`src/hw/rtl/gte_pkg.sv`:
```
package gte_pkg;

	localparam int MAX_VERTICES = 64;
	localparam int MAX_EDGES    = 256;
	localparam int WORK_DEPTH   = 512;

	localparam int VW  = $clog2(MAX_VERTICES);
	localparam int EW  = $clog2(MAX_EDGES);
	localparam int PW  = EW + 1;
	localparam int WAW = $clog2(WORK_DEPTH);
	localparam int WCW = WAW + 1;
	localparam int WDW = (PW > VW) ? PW : VW;

	localparam int VFW  = 6;
	localparam int VCW  = 7;
	localparam int ORW  = 2;
	localparam int STW  = 2;
	localparam int IDXW = 1;
	localparam int CDW  = 7;

	localparam logic [PW-1:0] NO_EDGE = PW'(MAX_EDGES);

	localparam logic [STW-1:0] ST_OK    = 2'd0;
	localparam logic [STW-1:0] ST_FULL  = 2'd1;
	localparam logic [STW-1:0] ST_RANGE = 2'd2;
	localparam logic [STW-1:0] ST_OVF   = 2'd3;

	localparam logic [ORW-1:0] ORD_BFS = 2'd0;
	localparam logic [ORW-1:0] ORD_REC = 2'd1;
	localparam logic [ORW-1:0] ORD_STK = 2'd2;

	localparam logic ACT_ADD  = 1'b0;
	localparam logic ACT_TRAV = 1'b1;

	localparam logic [IDXW-1:0] REG_VERTEX_COUNT    = 1'd0;
	localparam logic [IDXW-1:0] REG_TRAVERSAL_ORDER = 1'd1;

	typedef struct packed {
		logic           action;
		logic [VFW-1:0] from_vertex;
		logic [VFW-1:0] to_vertex;
	} item_t;

	typedef struct packed {
		logic [VFW-1:0] visited_vertex;
		logic [STW-1:0] status;
		logic           last;
	} result_t;

	typedef enum logic [4:0] {
		OP_IDLE,
		OP_REPORT,
		OP_ADD_BEGIN,
		OP_ADD_LINK,
		OP_BFS_INIT,
		OP_STK_INIT,
		OP_REC_INIT,
		OP_BFS_POP,
		OP_STK_POP,
		OP_BFS_VISIT,
		OP_STK_VISIT,
		OP_WALK_HEAD,
		OP_WALK_EDGE,
		OP_REC_PUSH,
		OP_REC_TOP,
		OP_REC_EDGE,
		OP_REC_DST,
		OP_OVF,
		OP_FLUSH
	} dp_op_t;

	typedef struct packed {
		logic report;
		logic is_add;
		logic ord_rec;
		logic ord_stk;
		logic drained;
		logic e_none;
		logic d_new;
		logic full;
	} dp_stat_t;

endpackage

```
`src/hw/rtl/gte_ctrl.sv`:
```
module gte_ctrl (
	input  logic              clk,
	input  logic              arst_n,
	input  logic              start,
	input  gte_pkg::dp_stat_t stat,
	output gte_pkg::dp_op_t   op,
	output logic              busy
);

	typedef enum logic [3:0] {
		S_IDLE,
		S_ADD_LINK,
		S_POP,
		S_VISIT,
		S_WALK_H,
		S_WALK_E,
		S_R_INIT,
		S_R_TOP,
		S_R_E,
		S_R_D,
		S_R_PUSH,
		S_OVF,
		S_FIN
	} state_t;

	state_t state_q, state_d;
	logic   busy_q;

	always_comb begin
		state_d = state_q;
		op      = gte_pkg::OP_IDLE;
		case (state_q)
			S_IDLE: begin
				if (start) begin
					if (stat.report) begin
						op = gte_pkg::OP_REPORT;
					end else if (stat.is_add) begin
						op      = gte_pkg::OP_ADD_BEGIN;
						state_d = S_ADD_LINK;
					end else if (stat.ord_rec) begin
						op      = gte_pkg::OP_REC_INIT;
						state_d = S_R_INIT;
					end else if (stat.ord_stk) begin
						op      = gte_pkg::OP_STK_INIT;
						state_d = S_POP;
					end else begin
						op      = gte_pkg::OP_BFS_INIT;
						state_d = S_POP;
					end
				end
			end
			S_ADD_LINK: begin
				op      = gte_pkg::OP_ADD_LINK;
				state_d = S_IDLE;
			end
			S_POP: begin
				if (stat.drained) begin
					op      = gte_pkg::OP_FLUSH;
					state_d = S_IDLE;
				end else begin
					op      = stat.ord_stk ? gte_pkg::OP_STK_POP : gte_pkg::OP_BFS_POP;
					state_d = S_VISIT;
				end
			end
			S_VISIT: begin
				op      = stat.ord_stk ? gte_pkg::OP_STK_VISIT : gte_pkg::OP_BFS_VISIT;
				state_d = S_WALK_H;
			end
			S_WALK_H: begin
				op      = gte_pkg::OP_WALK_HEAD;
				state_d = stat.e_none ? S_POP : S_WALK_E;
			end
			S_WALK_E: begin
				op = gte_pkg::OP_WALK_EDGE;
				if (stat.d_new && stat.full) begin
					state_d = S_OVF;
				end else if (stat.e_none) begin
					state_d = S_POP;
				end
			end
			S_R_INIT: begin
				op      = gte_pkg::OP_REC_PUSH;
				state_d = S_R_TOP;
			end
			S_R_TOP: begin
				if (stat.drained) begin
					op      = gte_pkg::OP_FLUSH;
					state_d = S_IDLE;
				end else begin
					op      = gte_pkg::OP_REC_TOP;
					state_d = S_R_E;
				end
			end
			S_R_E: begin
				op      = gte_pkg::OP_REC_EDGE;
				state_d = stat.e_none ? S_R_TOP : S_R_D;
			end
			S_R_D: begin
				op = gte_pkg::OP_REC_DST;
				if (stat.d_new) begin
					state_d = stat.full ? S_OVF : S_R_PUSH;
				end else begin
					state_d = S_R_TOP;
				end
			end
			S_R_PUSH: begin
				op      = gte_pkg::OP_REC_PUSH;
				state_d = S_R_TOP;
			end
			S_OVF: begin
				op      = gte_pkg::OP_OVF;
				state_d = S_FIN;
			end
			S_FIN: begin
				op      = gte_pkg::OP_FLUSH;
				state_d = S_IDLE;
			end
			default: begin
				state_d = S_IDLE;
			end
		endcase
	end

	always_ff @(posedge clk or negedge arst_n) begin
		if (!arst_n) begin
			state_q <= S_IDLE;
			busy_q  <= 1'b0;
		end else begin
			state_q <= state_d;
			busy_q  <= (state_d != S_IDLE);
		end
	end

	assign busy = busy_q;

endmodule

```
`config.mk`:
```
export PLATFORM = sky130hd
export DESIGN_NAME = gte_ctrl
export DESIGN_NICKNAME = d
export VERILOG_FILES = /design/src/hw/rtl/gte_pkg.sv /design/src/hw/rtl/gte_ctrl.sv
export SDC_FILE = /design/constraint.sdc
export NUM_CORES = 1
export LEC_CHECK = 0
export ABC_AREA = 0
export BUFFER_PORTS_ARGS = -buffer_cell sky130_fd_sc_hd__buf_2
export CORE_MARGIN = 4
export CORE_UTILIZATION = 40
export CTS_BUF_LIST = sky130_fd_sc_hd__clkbuf_16
export CTS_CLUSTER_SIZE = 30
export DETAILED_ROUTE_END_ITERATION = 7
export PLACE_DENSITY = 0.7
export SKIP_LAST_GASP = 1
export SYNTH_ARGS = -nofsm -noshare
export SYNTH_HDL_FRONTEND = slang
export SYNTH_SLANG_ARGS = --single-unit
```
`constraint.sdc`:
```
create_clock -name clk -period 4.25 [get_ports clk]
set_input_delay 0.2125 -clock clk [delete_from_list [all_inputs] [get_ports clk]]
set_output_delay 0.2125 -clock clk [all_outputs]
set_load 0.05 [all_outputs]
```
==> results.yml <==
power_and_ir_drop:
  power_frac_seq_pct: 19.5
  cellLeakagePower_nw: 0.334
  p_int_uw: 280
  p_clk_share_pct: 27.6
  p_comb_share_pct: 52.9
  p_switching_uw: 277
  powerDensity_mw_per_mm2: 727
  sw_frac_of_total_pct: 49.8
  vdd_drop_max_v: 0.000512
place:
  portBuffers: 16
  gp_congestion: 0.786
  dp_hpwl_mm: 1.20
  placed_cells: 114
worst_setup_path:
  critPathLaunch: "state_q[0]"
  regToRegSetupSlack_ns: 2.11
  rr_worst_depth: 5
  crit_path_max_fanout: 19
  path_cells: "nor2_1 -> nand3_1 -> nor3_1 -> or3b_2 -> buf_2"
  slowest_delay_ns: 0.67
  cp_slowest_cell: "dfrtp_1"
  r2r_start: "state_q[2]"
  worstPathArrival_ns: 2.03
  critPathLaunchType: "flip-flop"
  cp_num_buf_inv: 1
  crit_family: "simple AND/OR/NAND/NOR gates"
  worst-path-stages: 5
  endpoint_kind: "output pin"
  cp.required_ns: 4.04
  r2r-end: "busy"
  critPathKind: "reg -> out"
cells_and_area:
  num_antenna_cells: 0
  drive_above_1_share_pct: 21.2
  register_area_um2: 125
  fillers: 122
  multi_input_area_um2: 438
  area_growth_pct: 23.4
  fin_nets: 116
  fin_cells: 119
timing:
  period_minus_slack_ns: 2.24
  setup_viol: 0
  period_share_pct: 52.8
  tns_ns: 0
  fmax_mhz: 446
  tightestPinTransition_ns: 0.545
  fin_skew_ns: 0.000912
  max_slew_margin_pct: 63.7
  hold_viol_final: 0
  rsz0062_at_grt: "false"
  final_max_slew_viol_count: 0
global_routing:
  grt_pass1_vias: 601
  grt_max_degree: 21
  grt_first_pass_wirelength_mm: 2.65
  track_usage_pct: 16.7
  antenna_found_initial: 0
  grt_overflow: 0
floorplanning:
  dieArea_mm2: 0.00225
  die_x_um: 47.4
  core_area_mm2: 0.00138
  ios: 17
  row_count: 13
  die_h_um: 47.4
  start_util_pct: 44.9
route:
  vias: 731
  routed_wl_mm: 1.66
  wire_per_inst_um: 14.0
  drtPass1Iterations: 4
  avgViaCountPerCell: 6.14
  ant_nets: 0
  first_iter_violations: 32
  drc: 0
clock_network:
  cts_buffers: 3
  clock_sinks: 5
  root_buffer: "clkbuf_16"
  cts.clk_slew.worst_paths_ns: 0.03
  cts_tree: "yes"
  worstSkewPairLatency_ns: 0.23
  ctsHoldBuffers: 1
  clockBufferDepth: 2
  ctsResizeCount: 0
  htreeDepth: 1
  post_cts_buffers: 0
run_status:
  status: "complete, no violations"
synth:
  synth_area_leaders: "dfrtp_1 20%, o21ai_0 9.7%, a21oi_1 7.3%"
  yosysMostFrequentCell: "o21ai_0"
  syn-num-nets: 101
  synth_top_area_share_pct: 20.2
  ys_types: 36
  ys_async_sr_fraction_pct: 100
  yosysTopAreaCell: "dfrtp_1"
  yosysSeqAreaShare_pct: 20.2
  synth-seq-cells: 5
  ys_warn_count: 0
  syn_area_um2: 621
  synthTopCellsByCount: "12 x o21ai_0, 9 x a21oi_1, 8 x nand2_1"
  synthCells: 90
  synth-edff-count: 0
  dominantRegCellSynth: "dfrtp_1"
  synth_area_per_cell_um2: 6.90
hold_path:
  hold_path_end: "state_q[2]"
  holdCritPathClass: "in -> reg"
  hp-start: "stat[5]"
  whs_path_depth: 2
job:
  maxCapViolCount: 0
layout make-up:
type | count | share of cell area (%)
multi-input combinational | 74 | 57.2
sequential | 5 | 16.3
timing repair buffer | 17 | 11.8
clock buffer | 3 | 9.80
tap | 15 | 2.45
inverter | 4 | 1.96
clock inverter | 1 | 0.490
power by group through the flow:
| stage | sequential [mW] | combinational, mW | clock (mW) |
|---|---|---|---|
| floorplan | 0.0899 | 0.260 | 0 |
| global placement | 0.108 | 0.292 | 0 |
| detailed placement | 0.109 | 0.292 | 0 |
| CTS | 0.108 | 0.295 | 0.156 |
| global route | 0.113 | 0.319 | 0.161 |
| finish | 0.109 | 0.294 | 0.154 |
sequential cells by signal, summed over array words and instances, names as in the netlist:
register / count
state_q: 4
busy: 1
layout by cell type, fill, tap and decap left out, types with 4 or more instances in the layout:
cell	count
nand2_1	8
a21oi_1	9
dfrtp_1	5
nor2b_1	4
nor2_1	6
o21ai_0	12
nand3_1	5
buf_2	16
inv_1	5
how the worst max path moves through the flow:
stage,end,slack (ns)
finish,op[2],2.01
global placement,busy,2.12
floorplan,op[4],2.01
detailed placement,busy,2.14
CTS,op[2],2.02
global route,op[2],1.88
kinds of logic (layout without fill, tap and decap cells):
family | Yosys count | count (layout) | synth area share, %
flip-flops | 5 | 5 | 20.2
AO/OA/AOI/OAI | 36 | 36 | 37.1
AND/OR/NAND/NOR | 37 | 37 | 32.1
XOR/XNOR | 1 | 1 | 1.41
buffers and inverters | 11 | 25 | 9.27
routing by layer:
layer  wire (µm)  vias up  global-route usage (%)
met1         799      332                    23.7
met5           0        -                       0
met4          28        0                    8.29
li1            -      361                       -
met3         134        4                    4.21
met2         700       34                    23.0
metrics by stage:
step           worst slack, ns  util, %  total power, mW  cell area, µm²  hold WS, ns
2_1_floorplan             2.01        -            0.350             621      -0.0831
3_3_place_gp              2.12     49.0            0.401             677       0.0278
3_5_place_dp              2.14     49.0            0.400             677       0.0275
4_1_cts                   2.02     55.4            0.559             766        0.238
5_1_grt                   1.88     55.4            0.593             766        0.248
6_report                  2.01     55.4            0.557             766        0.235
(Power assumes the default switching activity.)
